[config.mk]
export PLATFORM = sky130hd
export DESIGN_NAME = reservoir_sampler
export DESIGN_NICKNAME = d
export VERILOG_FILES = /design/src/rsmp_pkg.sv /design/src/rsmp_ram.sv /design/src/rsmp_div.sv /design/src/reservoir_sampler.sv
export SDC_FILE = /design/constraint.sdc
export NUM_CORES = 1
export LEC_CHECK = 0
export BUFFER_PORTS_ARGS = -buffer_cell sky130_fd_sc_hd__clkbuf_2
export CORE_ASPECT_RATIO = 2
export CORE_MARGIN = 3
export CORE_UTILIZATION = 60
export CTS_CLUSTER_DIAMETER = 150
export DETAILED_ROUTE_END_ITERATION = 8
export PLACE_DENSITY = 0.8
export SKIP_LAST_GASP = 1
export SLEW_MARGIN = 20
export SYNTH_ARGS = -nofsm -noshare
export SYNTH_HDL_FRONTEND = slang
export SYNTH_SLANG_ARGS = --single-unit
[constraint.sdc]
create_clock -name clock -period 4.3 [get_ports clock]
set_clock_uncertainty 0.1 [all_clocks]
set_input_delay 0.215 -clock clock [delete_from_list [all_inputs] [get_ports clock]]
set_output_delay 0.215 -clock clock [all_outputs]
set_load 0.01 [all_outputs]
[src/rsmp_pkg.sv]
`timescale 1ns / 1ps
`default_nettype none

package rsmp_pkg;

   // default reservoir depth
   localparam int RES_DEPTH_DEF = 32;

   // field widths
   localparam int VALUE_W  = 32;
   localparam int RANDOM_W = 31;
   localparam int COUNT_W  = 32;
   localparam int SIZE_W   = 6;
   localparam int SLOT_W   = 5;

   // packed stream data widths, padded to whole bytes
   localparam int REQ_DATA_W = 64;
   localparam int RSP_DATA_W = 40;

   // sample size after reset
   localparam logic [SIZE_W-1:0] SIZE_RESET = 6'd32;

   // result of the shared remainder unit
   typedef struct packed {
      logic               done;
      logic [COUNT_W:0]   rem;
   } div_res_type;

endpackage

`default_nettype wire

[src/rsmp_ram.sv]
`timescale 1ns / 1ps
`default_nettype none

module rsmp_ram #(
   parameter int WIDTH = 32,
   parameter int DEPTH = 32,
   localparam int AW = (DEPTH > 1) ? $clog2(DEPTH) : 1
) (
   input  wire logic             clock,
   input  wire logic             we,
   input  wire logic [AW-1:0]    waddr,
   input  wire logic [WIDTH-1:0] wdata,
   input  wire logic [AW-1:0]    raddr,
   output logic      [WIDTH-1:0] rdata
);

   logic [WIDTH-1:0] mem_ff [DEPTH];

   // one write port, registered read port
   always_ff @(posedge clock) begin
      if (we) begin
         mem_ff[waddr] <= wdata;
      end
      rdata <= mem_ff[raddr];
   end

endmodule

`default_nettype wire

[src/rsmp_div.sv]
`timescale 1ns / 1ps
`default_nettype none

module rsmp_div (
   input  wire logic                            clock,
   input  wire logic                            reset,
   input  wire logic                            start,
   input  wire logic [rsmp_pkg::RANDOM_W-1:0]   dividend,
   input  wire logic [rsmp_pkg::COUNT_W:0]      divisor,
   output rsmp_pkg::div_res_type                res
);

   localparam int STEPS = rsmp_pkg::RANDOM_W;
   localparam int CW    = $clog2(STEPS);
   localparam int RW    = rsmp_pkg::COUNT_W + 1;

   logic              busy_ff, busy_in;
   logic              done_ff, done_in;
   logic [CW-1:0]     cnt_ff, cnt_in;
   logic [RW-1:0]     rem_ff, rem_in;
   logic [STEPS-1:0]  dvd_ff, dvd_in;
   logic [RW-1:0]     div_ff, div_in;
   logic [RW:0]       trial;

   // one restoring step a cycle, dividend bits taken from the top
   always_comb begin
      busy_in = busy_ff;
      done_in = 1'b0;
      cnt_in  = cnt_ff;
      rem_in  = rem_ff;
      dvd_in  = dvd_ff;
      div_in  = div_ff;
      trial   = {rem_ff, dvd_ff[STEPS-1]};
      if (start) begin
         busy_in = 1'b1;
         cnt_in  = '0;
         rem_in  = '0;
         dvd_in  = dividend;
         div_in  = divisor;
      end else if (busy_ff) begin
         if (trial >= {1'b0, div_ff}) begin
            rem_in = RW'(trial - {1'b0, div_ff});
         end else begin
            rem_in = trial[RW-1:0];
         end
         dvd_in = {dvd_ff[STEPS-2:0], 1'b0};
         cnt_in = CW'(cnt_ff + CW'(1));
         if (cnt_ff == CW'(STEPS - 1)) begin
            busy_in = 1'b0;
            done_in = 1'b1;
         end
      end
   end

   always_ff @(posedge clock) begin
      if (reset) begin
         busy_ff <= 1'b0;
         done_ff <= 1'b0;
         cnt_ff  <= '0;
      end else begin
         busy_ff <= busy_in;
         done_ff <= done_in;
         cnt_ff  <= cnt_in;
      end
      rem_ff <= rem_in;
      dvd_ff <= dvd_in;
      div_ff <= div_in;
   end

   assign res.done = done_ff;
   assign res.rem  = rem_ff;

   // finished remainder lies below the divisor
   a_rem_below: assert property (@(posedge clock) disable iff (reset)
      done_ff |-> (rem_ff < div_ff))
      else $error("remainder not below divisor");

   // done is a single pulse after the run
   a_done_pulse: assert property (@(posedge clock) disable iff (reset)
      done_ff |=> !done_ff)
      else $error("done held longer than one cycle");

endmodule

`default_nettype wire

[src/reservoir_sampler.sv]
`timescale 1ns / 1ps
`default_nettype none

// channel   dir  handshake              payload
// req_      in   req_tvalid/req_tready  tdata: sample_value, random_word; tlast: end_of_stream
// rsp_      out  rsp_tvalid/rsp_tready  tdata: kept_value, slot_index; tlast: last_of_run
// csr_      in   csr_we                 csr_wdata: sample_size
//
// an item whose count is below k goes straight to COMMIT; a replacement item first waits in DIVIDE
// for the shared remainder unit, which resolves one dividend bit a cycle.
// an end of stream item is followed by a drain of k slots, each paced by the
// registered read of the slot memory through DRAIN_RD and DRAIN_OUT.
// synchronous reset empties the reservoir at once through per-slot valid bits.
// req_tready is low while an item or a drain is in progress; rsp stalls hold.

module reservoir_sampler #(
   parameter int RES_DEPTH = rsmp_pkg::RES_DEPTH_DEF
) (
   input  wire logic                              clock,
   input  wire logic                              reset,
   input  wire logic                              req_tvalid,
   output logic                                   req_tready,
   // [31:0] sample_value, [62:32] random_word, [63] zero
   input  wire logic [rsmp_pkg::REQ_DATA_W-1:0]   req_tdata,
   // end_of_stream
   input  wire logic                              req_tlast,
   output logic                                   rsp_tvalid,
   input  wire logic                              rsp_tready,
   // [31:0] kept_value, [36:32] slot_index, [39:37] zero
   output logic      [rsmp_pkg::RSP_DATA_W-1:0]   rsp_tdata,
   // last_of_run
   output logic                                   rsp_tlast,
   input  wire logic                              csr_we,
   input  wire logic [rsmp_pkg::SIZE_W-1:0]       csr_wdata
);

   localparam int AW  = (RES_DEPTH > 1) ? $clog2(RES_DEPTH) : 1;
   localparam int KW  = $clog2(RES_DEPTH + 1);
   localparam int VW  = rsmp_pkg::VALUE_W;
   localparam int CNW = rsmp_pkg::COUNT_W;
   localparam int SW  = rsmp_pkg::SIZE_W;

   typedef enum logic [2:0] {
      IDLE,
      DIVIDE,
      COMMIT,
      DRAIN_RD,
      DRAIN_OUT
   } state_type;

   state_type               state_ff, state_in;
   logic [SW-1:0]           size_ff;
   logic [VW-1:0]           value_ff, value_in;
   logic                    eos_ff, eos_in;
   logic [AW-1:0]           slot_ff, slot_in;
   logic                    wr_ok_ff, wr_ok_in;
   logic [CNW-1:0]          items_ff, items_in;
   logic [KW-1:0]           drain_ff, drain_in;
   logic                    rd_valid_ff, rd_valid_in;
   logic [RES_DEPTH-1:0]    valid_ff, valid_in;

   logic [SW:0]             size_ext;
   logic [KW-1:0]           k_eff;
   logic                    req_xfer;
   logic                    rsp_xfer;
   logic                    is_last;
   logic                    div_start;
   rsmp_pkg::div_res_type   div_res;
   logic [VW-1:0]           ram_rdata;
   logic [VW-1:0]           kept;

   // sample size register
   always_ff @(posedge clock) begin
      if (reset) begin
         size_ff <= rsmp_pkg::SIZE_RESET;
      end else if (csr_we) begin
         size_ff <= csr_wdata;
      end
   end

   // k clamped to 1..RES_DEPTH
   always_comb begin
      size_ext = {1'b0, size_ff};
      if (size_ext == '0) begin
         size_ext = (SW+1)'(1);
      end else if (size_ext > (SW+1)'(RES_DEPTH)) begin
         size_ext = (SW+1)'(RES_DEPTH);
      end
      k_eff = KW'(size_ext);
   end

   assign req_tready = (state_ff == IDLE);
   assign rsp_tvalid = (state_ff == DRAIN_OUT);
   assign req_xfer   = req_tvalid && req_tready;
   assign rsp_xfer   = rsp_tvalid && rsp_tready;
   assign is_last    = (KW'(drain_ff + KW'(1)) == k_eff);

   // sequencer
   always_comb begin
      state_in    = state_ff;
      value_in    = value_ff;
      eos_in      = eos_ff;
      slot_in     = slot_ff;
      wr_ok_in    = wr_ok_ff;
      items_in    = items_ff;
      drain_in    = drain_ff;
      rd_valid_in = rd_valid_ff;
      valid_in    = valid_ff;
      div_start   = 1'b0;
      unique case (state_ff)
         IDLE: begin
            if (req_xfer) begin
               value_in = req_tdata[VW-1:0];
               eos_in   = req_tlast;
               if (items_ff < CNW'(k_eff)) begin
                  slot_in  = items_ff[AW-1:0];
                  wr_ok_in = 1'b1;
                  state_in = COMMIT;
               end else begin
                  div_start = 1'b1;
                  state_in  = DIVIDE;
               end
            end
         end
         DIVIDE: begin
            if (div_res.done) begin
               wr_ok_in = (div_res.rem < (CNW+1)'(k_eff));
               slot_in  = div_res.rem[AW-1:0];
               state_in = COMMIT;
            end
         end
         COMMIT: begin
            if (wr_ok_ff) begin
               valid_in[slot_ff] = 1'b1;
            end
            if (items_ff != '1) begin
               items_in = CNW'(items_ff + CNW'(1));
            end
            drain_in = '0;
            state_in = eos_ff ? DRAIN_RD : IDLE;
         end
         DRAIN_RD: begin
            rd_valid_in = valid_ff[drain_ff[AW-1:0]];
            state_in    = DRAIN_OUT;
         end
         DRAIN_OUT: begin
            if (rsp_xfer) begin
               if (is_last) begin
                  valid_in = '0;
                  items_in = '0;
                  state_in = IDLE;
               end else begin
                  drain_in = KW'(drain_ff + KW'(1));
                  state_in = DRAIN_RD;
               end
            end
         end
         default: begin
            state_in = IDLE;
         end
      endcase
   end

   always_ff @(posedge clock) begin
      if (reset) begin
         state_ff <= IDLE;
         items_ff <= '0;
         valid_ff <= '0;
         wr_ok_ff <= 1'b0;
         eos_ff   <= 1'b0;
         drain_ff <= '0;
      end else begin
         state_ff <= state_in;
         items_ff <= items_in;
         valid_ff <= valid_in;
         wr_ok_ff <= wr_ok_in;
         eos_ff   <= eos_in;
         drain_ff <= drain_in;
      end
      value_ff    <= value_in;
      slot_ff     <= slot_in;
      rd_valid_ff <= rd_valid_in;
   end

   // shared remainder unit: random_word mod (count + 1)
   rsmp_div u_div (
      .clock    (clock),
      .reset    (reset),
      .start    (div_start),
      .dividend (req_tdata[VW +: rsmp_pkg::RANDOM_W]),
      .divisor  ((CNW+1)'({1'b0, items_ff} + (CNW+1)'(1))),
      .res      (div_res)
   );

   // slot memory
   rsmp_ram #(
      .WIDTH (VW),
      .DEPTH (RES_DEPTH)
   ) u_ram (
      .clock (clock),
      .we    ((state_ff == COMMIT) && wr_ok_ff),
      .waddr (slot_ff),
      .wdata (value_ff),
      .raddr (drain_ff[AW-1:0]),
      .rdata (ram_rdata)
   );

   // unwritten slots read as zero
   assign kept      = rd_valid_ff ? ram_rdata : '0;
   assign rsp_tdata = {{(rsmp_pkg::RSP_DATA_W - VW - rsmp_pkg::SLOT_W){1'b0}},
                       rsmp_pkg::SLOT_W'(drain_ff), kept};
   assign rsp_tlast = is_last;

   // no input transfer while a slot is on offer
   a_no_overlap: assert property (@(posedge clock) disable iff (reset)
      rsp_tvalid |-> !req_tready)
      else $error("input ready during drain");

   // block goes busy after an input transfer
   a_busy_after: assert property (@(posedge clock) disable iff (reset)
      req_xfer |=> !req_tready)
      else $error("ready straight after an input transfer");

   // final slot transfer restarts the stream
   a_restart: assert property (@(posedge clock) disable iff (reset)
      (rsp_xfer && rsp_tlast) |=> (items_ff == '0) && (valid_ff == '0))
      else $error("stream state not cleared after drain");

   // drain never runs past k
   a_drain_range: assert property (@(posedge clock) disable iff (reset)
      rsp_tvalid |-> (drain_ff < k_eff))
      else $error("drain index beyond sample size");

endmodule

`default_nettype wire

==> results.py, run 1 <==
metrics = {
    "sta": {
        "max_slew_margin_pct": 26.6,
        "max_freq_ghz": 0.274,
        "grt_setup_unrepaired": "false",
        "period_needed_ns": 3.65,
        "worst_pin_slew_ns": 1.10,
        "setup_viol": 0,
        "final.setup.tns_ns": 0,
        "slew_viol_final": 0,
        "period_share_pct": 85.0,
        "hold_viol": 0,
    },
    "clocking": {
        "tritoncts": "done",
        "clock_sinks": 1279,
        "clkTransAtPathRegs_ns": 0.07,
        "cts_made_buffers": 106,
        "post_cts_resized": 0,
        "clockRootBuffer": "clkbuf_16",
        "post_cts_buffers": 0,
        "insertion_delay_ns": 0.72,
        "ctsHoldBuffers": 80,
        "cts_max_level": 3,
        "max-clock-path-buffers": 3,
    },
    "die": {
        "fp-row-count": 151,
        "dieArea_um2": 89800,
        "die-width_um": 213,
        "core_um2": 85000,
        "io-pin-count": 119,
        "die_h_um": 421,
        "initial_core_util_pct": 60.7,
    },
    "yosys": {
        "async_flop_share_pct": 0,
        "synth-warning-count": 0,
        "synth_area_um2": 51600,
        "synth_seq_cells": 1279,
        "synth_cell_types": 85,
        "synth_ff_type": "edfxtp_1",
        "avgSynthCellArea_um2": 18.3,
        "synth_edf_count": 1126,
        "netlist_instances": 2825,
        "seq_area_frac_synth_pct": 71.4,
    },
    "placed_design": {
        "io_buffer_count": 114,
        "routabilityCongestion": 0.909,
        "hpwl_mm": 79.7,
    },
    "worst_setup_path": {
        "crit_arrival_ns": 3.95,
        "end_kind": "flop",
        "crit_top_cell": "nor2b_1",
        "critPathLaunchType": "flop",
        "worstSetupPathType": "reg -> reg",
        "required_ns": 4.59,
        "path_max_fanout": 23,
        "slowest_stage": "nor2_4",
        "crit_chain": "nor2b_1, nor2b_1, and2_1, nand3b_1, nor2_4, buf_12",
        "slowest_delay_ns": 0.85,
    },
    "power_and_ir_drop": {
        "p_leak_nw": 18.8,
        "irDropWorstVdd_mv": 0.537,
        "power_density_nw_per_um2": 474,
    },
    "finish": {
        "final_util_pct": 68.5,
        "final-seq-area_um2": 36900,
        "synthToLayoutAreaGrowth_pct": 12.9,
        "multi_input_area_um2": 14100,
        "drive_gt1_share_pct": 25.3,
        "nets": 3172,
        "fill_cells": 5099,
    },
    "drt": {
        "drtIter0Drc": 3321,
        "drtPass1Iterations": 7,
        "vias_per_cell": 6.77,
        "ant_nets": 0,
        "wire_per_inst_um": 32.8,
        "vias": 28500,
        "drc": 0,
        "routed_wirelength_mm": 138,
    },
    "grt": {
        "grt_max_degree": 136,
        "antenna_found_initial": 5,
        "grt_usage_pct": 31.4,
        "grt_pass1_vias": 30100,
        "gr-total-overflow": 0,
        "grt_pass1_wl_mm": 200,
    },
    "min_path": {
        "worstHoldPathType": "in -> reg",
    },
    "status": {
        "outcome": "complete, no violations",
    },
    "flow_run": {
        "drv_cap": 0,
    },
}
==> state kept, by name, summed over array words and instances (netlist names) <==
register       count
drain_ff           6
eos_ff             1
items_ff          32
rd_valid_ff        1
size_ff            6
slot_ff            5
state_ff           3
u_div.busy_ff      1
u_div.cnt_ff       5
u_div.div_ff      33
u_div.done_ff      1
u_div.dvd_ff      31
u_div.rem_ff      33
u_ram.mem_ff    1024
u_ram.rdata       32
valid_ff          32
value_ff          32
wr_ok_ff           1
==> area by class of cell <==
cell class	instances	area share [%]
flip-flops and latches	1279	63.3
multi-input cells	1336	24.2
clock buffers	131	4.85
repair buffers	270	3.73
well taps	1071	2.30
clock inverters	66	1.24
inverters	55	0.354
diodes	3	0.0129
==> critical path: cells and delay by family (launching register included) <==
family,cells,cell delay [ns]
flip-flops,1,0.41
AND/OR/NAND/NOR,5,2.47
buffers and inverters,1,0.34
==> placed cells by master (no fill, tap or decap), types with 7 or more instances in the layout <==
master	n
mux2i_1	26
clkinvlp_4	13
xnor2_1	44
and2_1	42
dfxtp_1	147
edfxtp_1	1126
mux2_2	37
clkinv_1	13
o21ai_0	62
a211oi_1	8
mux4_2	330
a22o_1	32
clkbuf_1	18
bufinv_16	11
o31ai_1	7
nor3_2	7
nor2_1	76
ha_1	47
buf_4	57
inv_1	52
or3_1	8
nand2b_1	9
nor3_1	25
a21o_1	7
a21oi_1	96
nand2_1	192
xor2_1	21
clkbuf_16	107
nor2_4	32
nand4_1	25
and3_1	11
dlygate4sd3_1	80
a31oi_1	8
clkinv_2	19
buf_12	15
clkbuf_2	114
nand3_1	59
nor4_1	20
==> Yosys cell counts (7+ instances only) <==
| library cell | instances | area, µm² |
|---|---|---|
| edfxtp_1 | 1126 | 33800 |
| mux4_2 | 330 | 7430 |
| nand2_1 | 193 | 724 |
| dfxtp_1 | 153 | 3060 |
| nor2_1 | 108 | 405 |
| a21oi_1 | 96 | 480 |
| clkbuf_1 | 80 | 300 |
| o21ai_0 | 62 | 310 |
| nand3_1 | 59 | 295 |
| inv_1 | 54 | 203 |
| ha_1 | 47 | 588 |
| buf_2 | 46 | 230 |
| xnor2_1 | 44 | 385 |
| and2_1 | 42 | 263 |
| mux2_2 | 37 | 417 |
| a22o_1 | 32 | 280 |
| mux2i_1 | 26 | 260 |
| nand4_1 | 25 | 156 |
| nor3_1 | 25 | 125 |
| xor2_1 | 21 | 184 |
| nor4_1 | 20 | 125 |
| buf_1 | 19 | 71.3 |
| and3_1 | 11 | 68.8 |
| buf_4 | 9 | 67.6 |
| nand2b_1 | 9 | 56.3 |
| a211oi_1 | 8 | 60.1 |
| a31oi_1 | 8 | 50.1 |
| or3_1 | 8 | 50.1 |
| a21o_1 | 7 | 52.6 |
| nor3_2 | 7 | 70.1 |
| o31ai_1 | 7 | 52.6 |
==> metrics by stage <==
| step | hold WS, ns | power [mW] | cells | cell area [µm²] | setup slack [ns] |
|---|---|---|---|---|---|
| after floorplan | 0.214 | 16.7 | 2827 | 51600 | 0.485 |
| after global placement | 0.294 | 17.7 | 3927 | 53800 | 0.872 |
| after detailed placement | 0.294 | 17.8 | 3927 | 53800 | 0.776 |
| after CTS | 0.0626 | 27.6 | 4204 | 58200 | 0.713 |
| after global routing | 0.109 | 28.4 | 4210 | 58300 | 0.546 |
| final | 0.114 | 27.6 | 4211 | 58300 | 0.647 |
==> logic make-up after synthesis <==
group / Yosys count / share of synthesized area (%)
flip-flops: 1279 / 71.4
AND/OR/NAND/NOR: 544 / 5.08
multiplexers: 394 / 15.7
AO/OA/AOI/OAI: 278 / 3.53
buffers and inverters: 212 / 1.76
XOR/XNOR: 69 / 1.28
adder cells (fa/ha/maj): 48 / 1.18
other: 1 / 0.00726
==> power breakdown <==
group | internal (mW) | switching, mW
Clock | 5.40 | 4.53
Combinational | 1.21 | 1.97
Sequential | 14.0 | 0.556
Total | 20.6 | 7.06
==> path summary, 6_finish.rpt <==
path	startpoint	endpoint	slack [ns]	cells after the start
worst max register to register	state_ff[1]$_SDFFE_PP0P_	u_ram.mem_ff[25][12]$_DFFE_PP_	0.65	6
worst min-delay path	req_tdata[24]	value_ff[24]$_DFFE_PP_	0.11	2
worst max-delay path	state_ff[1]$_SDFFE_PP0P_	u_ram.mem_ff[25][12]$_DFFE_PP_	0.65	6
worst min register to register	valid_ff[12]$_SDFFE_PP0P_	valid_ff[12]$_SDFFE_PP0P_	0.38	1
==> routing by layer <==
metal	vias up	part of all wire, %	GRT usage [%]	routed length, µm
li1	11700	-	-	-
met1	14500	31	34.2	42500
met2	1786	54	56.1	74900
met3	468	7.9	5.95	11000
met4	2	7.0	19.5	9640
met5	-	0.0094	0	13
No activity file was read; power rests on OpenSTA's default activity.
==> inputs of run 2 (changes only) <==
--- a/config.mk
+++ b/config.mk
@@ -8,10 +8,10 @@
 export BUFFER_PORTS_ARGS = -buffer_cell sky130_fd_sc_hd__clkbuf_2
 export CORE_ASPECT_RATIO = 2
 export CORE_MARGIN = 3
-export CORE_UTILIZATION = 60
+export CORE_UTILIZATION = 56
 export CTS_CLUSTER_DIAMETER = 150
 export DETAILED_ROUTE_END_ITERATION = 8
-export PLACE_DENSITY = 0.8
+export PLACE_DENSITY = 0.78
 export SKIP_LAST_GASP = 1
 export SLEW_MARGIN = 20
 export SYNTH_ARGS = -nofsm -noshare
==> constraint.sdc (replaced) <==
create_clock -name clock -period 3.3 [get_ports clock]
set_clock_uncertainty 0.1 [all_clocks]
set_input_delay 0.165 -clock clock [delete_from_list [all_inputs] [get_ports clock]]
set_output_delay 0.165 -clock clock [all_outputs]
set_load 0.01 [all_outputs]
==> run 2 against run 1 <==
Combinational power is 41% higher. First-iteration DRC count decreased by 0.78%. Die area up 7.0%. Via count increased by 1.2%. Largest power group unchanged. Sequential power rose by 30%. Worst hold slack worse by 0.045 ns. Non-clock buffer count increased by 79. Flip-flop and latch count stayed put. Routed wire length shrank 0.53%. Clock power rose by 32%. Critical path type unchanged. Sequential share of layout area decreased by 0.91 points. Core utilization down 3.5 points.
==> results.py, run 2 (synthesis gave the netlist of run 1 again) <==
metrics = {
    "grt": {
        "grt_max_degree": 91,
        "grt_pass1_vias": 30100,
        "grt_usage_pct": 29.0,
        "grt_pass1_wl_mm": 200,
        "gr-total-overflow": 0,
        "antenna_found_initial": 2,
    },
    "die": {
        "die_h_um": 435,
        "dieArea_um2": 96100,
        "io-pin-count": 119,
        "core_um2": 91000,
        "fp-row-count": 156,
        "die-width_um": 221,
        "initial_core_util_pct": 56.8,
    },
    "sta": {
        "period_needed_ns": 3.17,
        "setup_viol": 0,
        "period_share_pct": 96.0,
        "worst_pin_slew_ns": 1.04,
        "slew_viol_final": 0,
        "grt_setup_unrepaired": "false",
        "max_freq_ghz": 0.316,
        "hold_viol": 0,
        "final.setup.tns_ns": 0,
        "max_slew_margin_pct": 30.7,
    },
    "placed_design": {
        "placed_area_um2": 54600,
        "routabilityCongestion": 0.984,
        "io_buffer_count": 114,
        "hpwl_mm": 82.8,
    },
    "worst_setup_path": {
        "crit-reg2reg-capture": "u_div.rem_ff[32]$_SDFFE_PP0P_",
        "crit_path_end": "u_div.rem_ff[32]$_SDFFE_PP0P_",
        "startpoint": "u_div.div_ff[17]$_DFFE_PP_",
        "crit_arrival_ns": 3.68,
        "rrSetupSlack_ns": 0.13,
        "path_max_fanout": 6,
        "r2r_cells": 10,
        "end_kind": "flop",
        "required_ns": 3.81,
        "critPathLaunchType": "flop",
        "reg2reg_from": "u_div.div_ff[17]$_DFFE_PP_",
        "worstSetupPathType": "reg -> reg",
    },
    "drt": {
        "vias_per_cell": 6.55,
        "drtPass1Iterations": 6,
        "drc": 0,
        "ant_nets": 0,
        "drtIter0Drc": 3295,
        "routed_wirelength_mm": 137,
        "vias": 28800,
        "wire_per_inst_um": 31.2,
    },
    "finish": {
        "regMostFlops": "u_ram.mem_ff",
        "nets": 3250,
        "final_common_cell": "edfxtp_1",
        "largest_reg_flops": 1024,
        "design_area_um2": 59100,
        "largestRegisters": "u_ram.mem_ff: 1024 flops, u_div.div_ff: 33 flops, u_div.rem_ff: 33 flops",
        "drive_gt1_share_pct": 27.2,
        "final_cell_mix": "edfxtp_1, mux4_2, nand2_1",
        "synthToLayoutAreaGrowth_pct": 14.5,
    },
    "clocking": {
        "clkTransAtPathRegs_ns": 0.07,
        "insertion_delay_ns": 0.71,
        "clock_sinks": 1279,
        "cts_max_level": 3,
        "max-clock-path-buffers": 3,
        "clockRootBuffer": "clkbuf_16",
        "cts_made_buffers": 105,
        "tritoncts": "done",
    },
    "power_and_ir_drop": {
        "power_density_nw_per_um2": 616,
        "irDropWorstVdd_mv": 0.546,
        "p_leak_nw": 19.3,
    },
    "flow_run": {
        "drv_cap": 0,
    },
    "min_path": {
        "hold_start": "req_tdata[15]",
        "worstHoldPathType": "in -> reg",
    },
    "status": {
        "outcome": "complete, no violations",
    },
}
==> run 2: per-stage QoR <==
step           power [mW]  util, %  hold slack (ns)  setup slack [ns]  std cells
4_1_cts              36.5     65.0           0.0228             0.216       4403
5_1_grt              37.5     65.0           0.0592            0.0543       4404
2_1_floorplan        21.8        -            0.164             0.128       2827
6_report             36.4     65.0           0.0692             0.131       4405
3_5_place_dp         23.5     60.1            0.244             0.233       4116
3_3_place_gp         23.4     60.1            0.241             0.272       4116
==> run 2: report_power, final <==
group | switching (mW) | internal (mW)
Sequential | 0.681 | 18.2
Combinational | 2.73 | 1.77
Clock | 5.89 | 7.17
Total | 9.30 | 27.1
==> run 2: what timing repair did <==
action,CTS,global route
hold buffers,87,0
endpoints found under the hold margin,79,0
gates resized for setup,0,1
endpoints found under the setup margin,0,1
buffers inserted,0,0
==> run 2: how the worst min path moves through the flow <==
stage,slack (ns),cells past startpoint,to
floorplan,0.16,0,value_ff[0]$_DFFE_PP_
global placement,0.24,1,value_ff[15]$_DFFE_PP_
detailed placement,0.24,1,value_ff[4]$_DFFE_PP_
CTS,0.02,2,value_ff[15]$_DFFE_PP_
global route,0.06,2,value_ff[15]$_DFFE_PP_
finish,0.07,2,value_ff[15]$_DFFE_PP_
==> run 2: worst max-delay path, stage by stage, from the launching register on <==
cell,delay (ns)
edfxtp_1,0.33
inv_1,0.05
ha_1,0.39
a21oi_1,0.15
o21ai_0,0.81
a221oi_1,0.19
o21ai_0,0.42
a21oi_1,0.10
xnor2_1,0.17
mux2i_1,0.09
a211oi_1,0.26
==> run 2: routing by layer <==
| metal | vias to the layer above | share of wire (%) | track usage (%) |
|---|---|---|---|
| met3 | 473 | 7.4 | 4.74 |
| met4 | 0 | 6.7 | 16.4 |
| met5 | - | 0 | 0 |
| met1 | 14700 | 32 | 33.0 |
| met2 | 1735 | 54 | 51.4 |
| li1 | 11900 | - | - |
==> run 2: final cells by class <==
type                            count  area, µm²
Clock buffer                      116       2710
Fill cell                        5864      31800
Sequential cell                  1279      36900
Tap cell                         1185       1480
Inverter                           55        210
Clock inverter                     84        883
Multi-Input combinational cell   1336      14100
Timing Repair Buffer              349       2850
Antenna cell                        1       2.50
